**src/hdl/fasr_pkg.sv**
```systemverilog
// Package for fraction_add_sub_reduce: controller states, command/status structs, divider selects.
// No dependencies.
package fasr_pkg;

   typedef enum logic [3:0] {
      ST_IDLE,
      ST_MUL,
      ST_PREP,
      ST_GCD_START,
      ST_GCD_RUN,
      ST_DIVN_START,
      ST_DIVN_RUN,
      ST_DIVD_START,
      ST_DIVD_RUN,
      ST_OUT
   } state_type;

   typedef struct packed {
      logic load;
      logic mul;
      logic prep;
      logic div_start;
      logic [1:0] div_sel;   // 0 gcd remainder, 1 numerator by g, 2 denominator by g
      logic gcd_swap;
      logic fin_n;
      logic fin_d;
      logic out_set;
   } cmd_type;

   typedef struct packed {
      logic div_done;
      logic y_zero;
      logic special;
      logic out_busy;
   } status_type;

   localparam logic [1:0] SelGcd = 2'd0;
   localparam logic [1:0] SelNum = 2'd1;
   localparam logic [1:0] SelDen = 2'd2;

endpackage

```
**src/hdl/fasr_ctrl.sv**
```systemverilog
// Controller state machine for fraction_add_sub_reduce.
// Depends on fasr_pkg.
module fasr_ctrl (
   input  logic                 clock,
   input  logic                 reset,
   input  logic                 in_fire,
   output logic                 in_ready,
   input  fasr_pkg::status_type sts,
   output fasr_pkg::cmd_type    cmd
);

   fasr_pkg::state_type state_ff, state_in;

   always_ff @(posedge clock) begin
      if (reset) state_ff <= fasr_pkg::ST_IDLE;
      else       state_ff <= state_in;
   end

   always_comb begin
      state_in = state_ff;
      cmd      = '0;
      in_ready = 1'b0;
      unique case (state_ff)
         fasr_pkg::ST_IDLE: begin
            in_ready = 1'b1;
            if (in_fire) begin
               cmd.load = 1'b1;
               state_in = fasr_pkg::ST_MUL;
            end
         end
         fasr_pkg::ST_MUL: begin
            cmd.mul  = 1'b1;
            state_in = fasr_pkg::ST_PREP;
         end
         fasr_pkg::ST_PREP: begin
            cmd.prep = 1'b1;
            state_in = sts.special ? fasr_pkg::ST_OUT : fasr_pkg::ST_GCD_START;
         end
         fasr_pkg::ST_GCD_START: begin
            if (sts.y_zero) state_in = fasr_pkg::ST_DIVN_START;
            else begin
               cmd.div_start = 1'b1;
               cmd.div_sel   = fasr_pkg::SelGcd;
               state_in      = fasr_pkg::ST_GCD_RUN;
            end
         end
         fasr_pkg::ST_GCD_RUN: begin
            cmd.div_sel = fasr_pkg::SelGcd;
            if (sts.div_done) begin
               cmd.gcd_swap = 1'b1;
               state_in     = fasr_pkg::ST_GCD_START;
            end
         end
         fasr_pkg::ST_DIVN_START: begin
            cmd.div_start = 1'b1;
            cmd.div_sel   = fasr_pkg::SelNum;
            state_in      = fasr_pkg::ST_DIVN_RUN;
         end
         fasr_pkg::ST_DIVN_RUN: begin
            cmd.div_sel = fasr_pkg::SelNum;
            if (sts.div_done) begin
               cmd.fin_n = 1'b1;
               state_in  = fasr_pkg::ST_DIVD_START;
            end
         end
         fasr_pkg::ST_DIVD_START: begin
            cmd.div_start = 1'b1;
            cmd.div_sel   = fasr_pkg::SelDen;
            state_in      = fasr_pkg::ST_DIVD_RUN;
         end
         fasr_pkg::ST_DIVD_RUN: begin
            cmd.div_sel = fasr_pkg::SelDen;
            if (sts.div_done) begin
               cmd.fin_d = 1'b1;
               state_in  = fasr_pkg::ST_OUT;
            end
         end
         fasr_pkg::ST_OUT: begin
            if (!sts.out_busy) begin
               cmd.out_set = 1'b1;
               state_in    = fasr_pkg::ST_IDLE;
            end
         end
         default: state_in = fasr_pkg::ST_IDLE;
      endcase
   end

endmodule

```
**src/hdl/fasr_datapath.sv**
```systemverilog
// Datapath for fraction_add_sub_reduce: products, shared restoring divider, output register.
// Depends on fasr_pkg.
module fasr_datapath #(
   parameter int OPERAND_WIDTH = 16
) (
   input  logic                        clock,
   input  logic                        reset,
   input  fasr_pkg::cmd_type           cmd,
   output fasr_pkg::status_type        sts,
   input  logic                        in_cmd,
   input  logic [OPERAND_WIDTH-1:0]    in_a_num,
   input  logic [OPERAND_WIDTH-1:0]    in_a_den,
   input  logic [OPERAND_WIDTH-1:0]    in_b_num,
   input  logic [OPERAND_WIDTH-1:0]    in_b_den,
   output logic                        out_valid,
   input  logic                        out_ready,
   output logic [2*OPERAND_WIDTH:0]    out_num,
   output logic [2*OPERAND_WIDTH-2:0]  out_den,
   output logic                        out_err
);

   localparam int PW = 2 * OPERAND_WIDTH;   // product width
   localparam int MW = PW + 1;              // magnitude width of the sum
   localparam int CW = $clog2(MW + 1);

   logic                     sub_ff;
   logic [OPERAND_WIDTH-1:0] an_ff, ad_ff, bn_ff, bd_ff;
   logic signed [PW-1:0]     p1_ff, p2_ff, pd_ff;
   logic [MW-1:0]            x_ff, y_ff, nmag_ff, dmag_ff;
   logic                     neg_ff, err_ff, zero_ff;

   // shared divider
   logic [MW-1:0] q_ff, rem_ff, dvs_ff;
   logic [CW-1:0] cnt_ff;
   logic          busy_ff;

   logic          ov_ff;
   logic [MW-1:0] on_ff;
   logic [PW-2:0] od_ff;
   logic          oe_ff;

   logic signed [MW-1:0] n_s, d_s;
   logic [MW:0]          trial;
   logic [MW-1:0]        dvd_sel;
   logic [MW-1:0]        q_fin;
   logic [MW-1:0]        rn;

   always_comb begin
      n_s = sub_ff ? ($signed({p1_ff[PW-1], p1_ff}) - $signed({p2_ff[PW-1], p2_ff}))
                   : ($signed({p1_ff[PW-1], p1_ff}) + $signed({p2_ff[PW-1], p2_ff}));
      d_s = $signed({pd_ff[PW-1], pd_ff});
      trial = {rem_ff, q_ff[MW-1]} - {1'b0, dvs_ff};
      case (cmd.div_sel)
         fasr_pkg::SelGcd: dvd_sel = x_ff;
         fasr_pkg::SelNum: dvd_sel = nmag_ff;
         default:          dvd_sel = dmag_ff;
      endcase
      // quotient including the bit of the step that ends on this edge
      q_fin = {q_ff[MW-2:0], ~trial[MW]};
      rn = neg_ff ? (~q_fin + MW'(1)) : q_fin;
   end

   assign sts.div_done = busy_ff && (cnt_ff == '0);
   assign sts.y_zero   = (y_ff == '0);
   assign sts.special  = err_ff || (n_s == '0);
   assign sts.out_busy = ov_ff && !out_ready;

   always_ff @(posedge clock) begin
      if (cmd.load) begin
         sub_ff <= in_cmd;
         an_ff  <= in_a_num;
         ad_ff  <= in_a_den;
         bn_ff  <= in_b_num;
         bd_ff  <= in_b_den;
      end
      if (cmd.mul) begin
         p1_ff   <= $signed(an_ff) * $signed(bd_ff);
         p2_ff   <= $signed(bn_ff) * $signed(ad_ff);
         pd_ff   <= $signed(ad_ff) * $signed(bd_ff);
         err_ff  <= (ad_ff == '0) || (bd_ff == '0);
      end
      if (cmd.prep) begin
         zero_ff <= (n_s == '0);
         neg_ff  <= n_s[MW-1] ^ d_s[MW-1];
         nmag_ff <= n_s[MW-1] ? MW'(-n_s) : MW'(n_s);
         dmag_ff <= d_s[MW-1] ? MW'(-d_s) : MW'(d_s);
         x_ff    <= n_s[MW-1] ? MW'(-n_s) : MW'(n_s);
         y_ff    <= d_s[MW-1] ? MW'(-d_s) : MW'(d_s);
      end
      if (cmd.gcd_swap) begin
         x_ff <= y_ff;
         y_ff <= trial[MW] ? {rem_ff[MW-2:0], q_ff[MW-1]} : trial[MW-1:0];
      end
      if (cmd.fin_n) nmag_ff <= rn;
   end

   // restoring divider, one quotient bit per cycle; divisor is x (gcd) for reductions
   always_ff @(posedge clock) begin
      if (reset) begin
         busy_ff <= 1'b0;
         cnt_ff  <= '0;
      end else if (cmd.div_start) begin
         busy_ff <= 1'b1;
         cnt_ff  <= CW'(MW - 1);
      end else if (busy_ff) begin
         if (cnt_ff == '0) busy_ff <= 1'b0;
         else              cnt_ff  <= cnt_ff - CW'(1);
      end
   end

   always_ff @(posedge clock) begin
      if (cmd.div_start) begin
         q_ff   <= dvd_sel;
         rem_ff <= '0;
         dvs_ff <= (cmd.div_sel == fasr_pkg::SelGcd) ? y_ff : x_ff;
      end else if (busy_ff && !(cnt_ff == '0)) begin
         q_ff   <= {q_ff[MW-2:0], ~trial[MW]};
         rem_ff <= trial[MW] ? {rem_ff[MW-2:0], q_ff[MW-1]} : trial[MW-1:0];
      end else if (busy_ff) begin
         q_ff   <= {q_ff[MW-2:0], ~trial[MW]};
         rem_ff <= trial[MW] ? {rem_ff[MW-2:0], q_ff[MW-1]} : trial[MW-1:0];
      end
   end

   // gcd_swap reads the final remainder from the last step's trial; it fires
   // on the same edge as the last step, so the trial is still current.

   always_ff @(posedge clock) begin
      if (reset) ov_ff <= 1'b0;
      else if (cmd.out_set) ov_ff <= 1'b1;
      else if (out_ready) ov_ff <= 1'b0;
   end

   always_ff @(posedge clock) begin
      if (cmd.out_set) begin
         oe_ff <= err_ff;
         if (err_ff) begin
            on_ff <= '0;
            od_ff <= '0;
         end else if (zero_ff) begin
            on_ff <= '0;
            od_ff <= (PW-1)'(1);
         end else begin
            on_ff <= nmag_ff;
            od_ff <= q_ff[PW-2:0];
         end
      end
   end

   assign out_valid = ov_ff;
   assign out_num   = on_ff;
   assign out_den   = od_ff;
   assign out_err   = oe_ff;

endmodule

```
**src/hdl/fraction_add_sub_reduce.sv**
```systemverilog
// Top level of fraction_add_sub_reduce: stream ports, controller and datapath.
// Depends on fasr_pkg, fasr_ctrl, fasr_datapath.
//
// Adds or subtracts two signed fractions and reduces the result to lowest terms.
// req_ carries one operation word; rsp_ returns one result word per request.
// Flow: capture, three products, sign/magnitude prep, Euclid gcd with each
// remainder from a shared bit-serial restoring divider (a start state, then
// a run state for each step), then two exact divisions by the gcd.
// The time from accept to rsp_tvalid grows with the number of Euclid steps,
// so long gcd chains take longer.
// A zero denominator or a zero numerator of the sum skips the divider.
// One request at a time: req_tready is high only while idle.
// The result sits in an output register; while rsp_tready is low it holds,
// and the next request is accepted as soon as the previous result is loaded.
// Synchronous reset empties the output register and returns to idle.
module fraction_add_sub_reduce #(
   parameter int OPERAND_WIDTH = 16
) (
   input  logic                       clock,
   input  logic                       reset,
   input  logic                       req_tvalid,
   output logic                       req_tready,
   // cmd, a_num, a_den, b_num, b_den from bit 0 up, zero padded
   input  logic [((4*OPERAND_WIDTH+1+7)/8)*8-1:0] req_tdata,
   output logic                       rsp_tvalid,
   input  logic                       rsp_tready,
   // res_num, res_den, zero_den_error from bit 0 up, zero padded
   output logic [((4*OPERAND_WIDTH+1+7)/8)*8-1:0] rsp_tdata
);

   localparam int RspWidth = ((4*OPERAND_WIDTH+1+7)/8)*8;

   fasr_pkg::cmd_type    cmd;
   fasr_pkg::status_type sts;
   logic                 in_fire;
   logic [2*OPERAND_WIDTH:0]   num;
   logic [2*OPERAND_WIDTH-2:0] den;
   logic                 err;

   assign in_fire = req_tvalid && req_tready;

   fasr_ctrl u_ctrl (
      .clock    (clock),
      .reset    (reset),
      .in_fire  (in_fire),
      .in_ready (req_tready),
      .sts      (sts),
      .cmd      (cmd)
   );

   fasr_datapath #(.OPERAND_WIDTH(OPERAND_WIDTH)) u_dp (
      .clock     (clock),
      .reset     (reset),
      .cmd       (cmd),
      .sts       (sts),
      .in_cmd    (req_tdata[0]),
      .in_a_num  (req_tdata[1 +: OPERAND_WIDTH]),
      .in_a_den  (req_tdata[1+OPERAND_WIDTH +: OPERAND_WIDTH]),
      .in_b_num  (req_tdata[1+2*OPERAND_WIDTH +: OPERAND_WIDTH]),
      .in_b_den  (req_tdata[1+3*OPERAND_WIDTH +: OPERAND_WIDTH]),
      .out_valid (rsp_tvalid),
      .out_ready (rsp_tready),
      .out_num   (num),
      .out_den   (den),
      .out_err   (err)
   );

   assign rsp_tdata = RspWidth'({err, den, num});

endmodule
```
**config.mk**
```make
export PLATFORM = sky130hd
export DESIGN_NAME = fraction_add_sub_reduce
export DESIGN_NICKNAME = d
export VERILOG_FILES = /design/src/hdl/fasr_pkg.sv /design/src/hdl/fasr_ctrl.sv /design/src/hdl/fasr_datapath.sv /design/src/hdl/fraction_add_sub_reduce.sv
export SDC_FILE = /design/constraint.sdc
export NUM_CORES = 2
export LEC_CHECK = 0
export ABC_CLOCK_PERIOD_IN_PS = 10100
export BUFFER_PORTS_ARGS = -buffer_cell sky130_fd_sc_hd__buf_4
export CAP_MARGIN = 15
export CORE_MARGIN = 5
export CORE_UTILIZATION = 33
export CTS_CLUSTER_DIAMETER = 60
export DETAILED_ROUTE_END_ITERATION = 8
export PLACE_DENSITY = 0.51
export SLEW_MARGIN = 20
export SYNTH_ARGS = -nofsm -noshare
export SYNTH_HDL_FRONTEND = slang
export SYNTH_SLANG_ARGS = --single-unit
export TNS_END_PERCENT = 10
```
**constraint.sdc**
```tcl
create_clock -name clock -period 10.1 [get_ports clock]
set_clock_uncertainty 0.05 [all_clocks]
set_input_delay 0.505 -clock clock [delete_from_list [all_inputs] [get_ports clock]]
set_output_delay 0.505 -clock clock [all_outputs]
set_load 0.01 [all_outputs]
```
==> out/metrics.yaml <==
clock_tree:
  cts_sinks: 472
  cts_resized: 0
  cts_buffers: 69
  clk_path_buf_depth: 3
  cts_tree: "yes"
  path_clk_slew_ps: 60
  clkLatencyLatePin_ps: 670
  h-tree-depth: 3
  cts_root_buffer: "clkbuf_16"
worst_setup_path:
  cp_common_cell: "fa_1"
  crit_slowest_cell: "edfxtp_1"
  ff2ff_setup_slack_ps: 2250
  path_cells: "buf_4 -> and2_1 -> fa_1 -> fa_1 -> ha_1 -> inv_1 -> fa_1 -> inv_1 -> fa_1 -> inv_1 -> fa_1 -> inv_1 -> ha_1 -> or4_1 -> and3_1 -> a221o_1 -> o41ai_2 -> o221ai_1 -> a41o_1 -> nor3_1 -> o21bai_1 -> a21oi_1 -> xnor2_1"
  worstSetupStartpointType: "flip-flop"
  critPathKind: "reg -> reg"
  cp.depth: 23
  rr_worst_depth: 23
  cp_top_family: "adder cells"
  cp-end-kind: "flip-flop"
  crit_fanout: 18
  cp_data_arrival_time_ps: 8200
  crit_buf_inv: 5
  cp_data_required_time_ps: 10450
  slowest_delay_ps: 920
yosys:
  netlist_area_sq_um: 53700
  ys_seq_elements: 472
  synthFlopType: "edfxtp_1"
  synth_cell_type_count: 95
  netlist_instances: 5493
  yosys-top-cells-count: "951 x inv_1, 788 x fa_1, 629 x nand2_1, 454 x and2_1, 427 x edfxtp_1"
  yosysWarningCount: 0
  yosysSeqAreaShare_pct: 25.5
  post-synth-top-count-cell: "inv_1"
  async_flop_share_pct: 0
  syn_area_per_cell_sq_um: 9.78
  synth_area_leader_cell: "fa_1"
  synth_area_leaders: "fa_1 29%, edfxtp_1 24%, ha_1 7.4%"
  synth_top_area_share_pct: 29.4
  synth-edff-count: 427
global_routing:
  grt_usage_pct: 17.9
  grt_pass1_vias: 39900
  grt_start_max_net_pins: 104
  overflow: 0
  antenna_found_initial: 3
  grt_pass1_wl_microns: 237000
route:
  vias: 38600
  routed_via_density: 4.93
  drt_wl_total_microns: 150000
  ant_nets: 0
  drt_iter0_drc: 2872
  firstDrtPassIters: 9
  wl_per_cell_microns: 19.2
  drt_drc_violations_left: 7
sta:
  slew_headroom_pct: 28.9
  setup_viol: 0
  timing.fmax_ghz: 0.127
  finalCriticalPeriod_ps: 7850
  worstMarginPinSlew_ps: 1070
  hold_violations: 0
  maxSlewViolCount: 0
  rsz0062_at_grt: "no"
  fin_crit_sh_pct: 77.7
  setup_tns_ps: 0
cells_and_area:
  syn2layout_area_growth_pct: 11.8
  fin_nets: 6782
  fillCellCount: 16400
  drive_gt1_share_pct: 6.74
place:
  numPortBuffers: 135
  dp_hpwl_microns: 117000
  gp_congestion: 0.860
hold_path:
  hp-class: "in -> reg"
  holdPathStages: 1
run:
  cap_violations: 0
floorplanning:
  num_rows: 148
  io_pins: 150
  dieHeight_microns: 413
  start_util_pct: 33.1
  die_w_microns: 413
  core_area_sq_um: 162000
  die_area_sq_um: 171000
outcome:
  violations: "design-rule violations"
  status: "complete, but fails checks"
-- stage by stage --
| stage | instances | util [%] | worst slack [ps] | area (sq um) | hold slack, ps |
|---|---|---|---|---|---|
| 2_1_floorplan | 5500 | - | 2150 | 53700 | 410 |
| 3_3_place_gp | 7638 | 35.2 | 2270 | 57100 | 427 |
| 3_5_place_dp | 7638 | 35.2 | 2180 | 57100 | 430 |
| 4_1_cts | 7830 | 37.0 | 2180 | 60000 | 2.48 |
| 5_1_grt | 7832 | 37.0 | 1820 | 60100 | 9.95 |
| 6_report | 7833 | 37.0 | 2250 | 60100 | 39.4 |
-- worst paths after layout --
| check | from | end |
|---|---|---|
| setup reg to reg | u_dp.bd_ff[2]$_DFFE_PP_ | u_dp.p1_ff[30]$_DFFE_PP_ |
| hold reg to reg | u_dp.rem_ff[1]$_SDFFE_PP0P_ | u_dp.rem_ff[1]$_SDFFE_PP0P_ |
| setup / recovery | u_dp.bd_ff[2]$_DFFE_PP_ | u_dp.p1_ff[30]$_DFFE_PP_ |
| hold / removal | req_tdata[0] | u_dp.sub_ff$_DFFE_PP_ |
-- placed cells by master, fill, tap and decap left out, types with 29 or more instances in the layout --
| cell | count |
|---|---|
| nor3_1 | 48 |
| nor4_1 | 29 |
| clkbuf_16 | 70 |
| o21ai_0 | 166 |
| nand2b_1 | 48 |
| nand3_1 | 41 |
| nor2_1 | 267 |
| xnor2_1 | 201 |
| a222oi_1 | 33 |
| xor2_1 | 78 |
| and2_1 | 454 |
| dfxtp_1 | 44 |
| nand2_1 | 627 |
| buf_4 | 208 |
| dlygate4sd3_1 | 65 |
| o31ai_1 | 32 |
| edfxtp_1 | 427 |
| inv_1 | 951 |
| a21oi_1 | 264 |
| a21o_1 | 48 |
| fa_1 | 788 |
| ha_1 | 317 |
-- cells by family after synthesis --
| kind of cell | after synthesis | synth area share (%) |
|---|---|---|
| flip-flops | 472 | 25.5 |
| multiplexers | 24 | 0.450 |
| other | 1 | 0.00698 |
| XOR/XNOR | 280 | 4.57 |
| AND/OR/NAND/NOR | 1677 | 15.4 |
| adder cells (fa/ha/maj) | 1105 | 36.8 |
| AO/OA/AOI/OAI | 738 | 8.81 |
| buffers and inverters | 1196 | 8.47 |
-- layer usage --
metal	track usage (%)	up-vias	wire length, microns
met5	0	-	12
met4	4.37	2	3580
met3	2.85	173	8410
met2	29.3	998	69800
met1	24.9	19600	68600
li1	-	17900	-
-- flip-flops by register name, summed over array words and instances, names as in the netlist, 4 cells and up --
register and count:
u_ctrl.state_ff 4, u_dp.ad_ff 16, u_dp.an_ff 16, u_dp.bd_ff 16
u_dp.bn_ff 16, u_dp.cnt_ff 6, u_dp.dmag_ff 33, u_dp.dvs_ff 33
u_dp.nmag_ff 33, u_dp.out_den 31, u_dp.out_num 33, u_dp.p1_ff 32
u_dp.p2_ff 32, u_dp.pd_ff 32, u_dp.q_ff 33, u_dp.rem_ff 33
u_dp.x_ff 33, u_dp.y_ff 33
-- repair_timing --
item                       4_1_cts  5_1_grt
setup buffers                    0        0
hold endpoints to repair        70        0
hold buffers                    65        0
setup endpoints to repair        0        0
-- layout make-up --
class                   count  area, sq um  area share [%]
diodes                      1         2.50         0.00417
clock buffers              89         1840            3.07
clock inverters            38          397           0.660
inverters                 951         3570            5.94
multi-input cells        3832        35600            59.2
flip-flops and latches    472        13700            22.8
well taps                2175         2720            4.53
repair buffers            275         2270            3.77
Power is not shown: default switching activity piles up to over one toggle a cycle in this logic, so the estimate is an artifact.
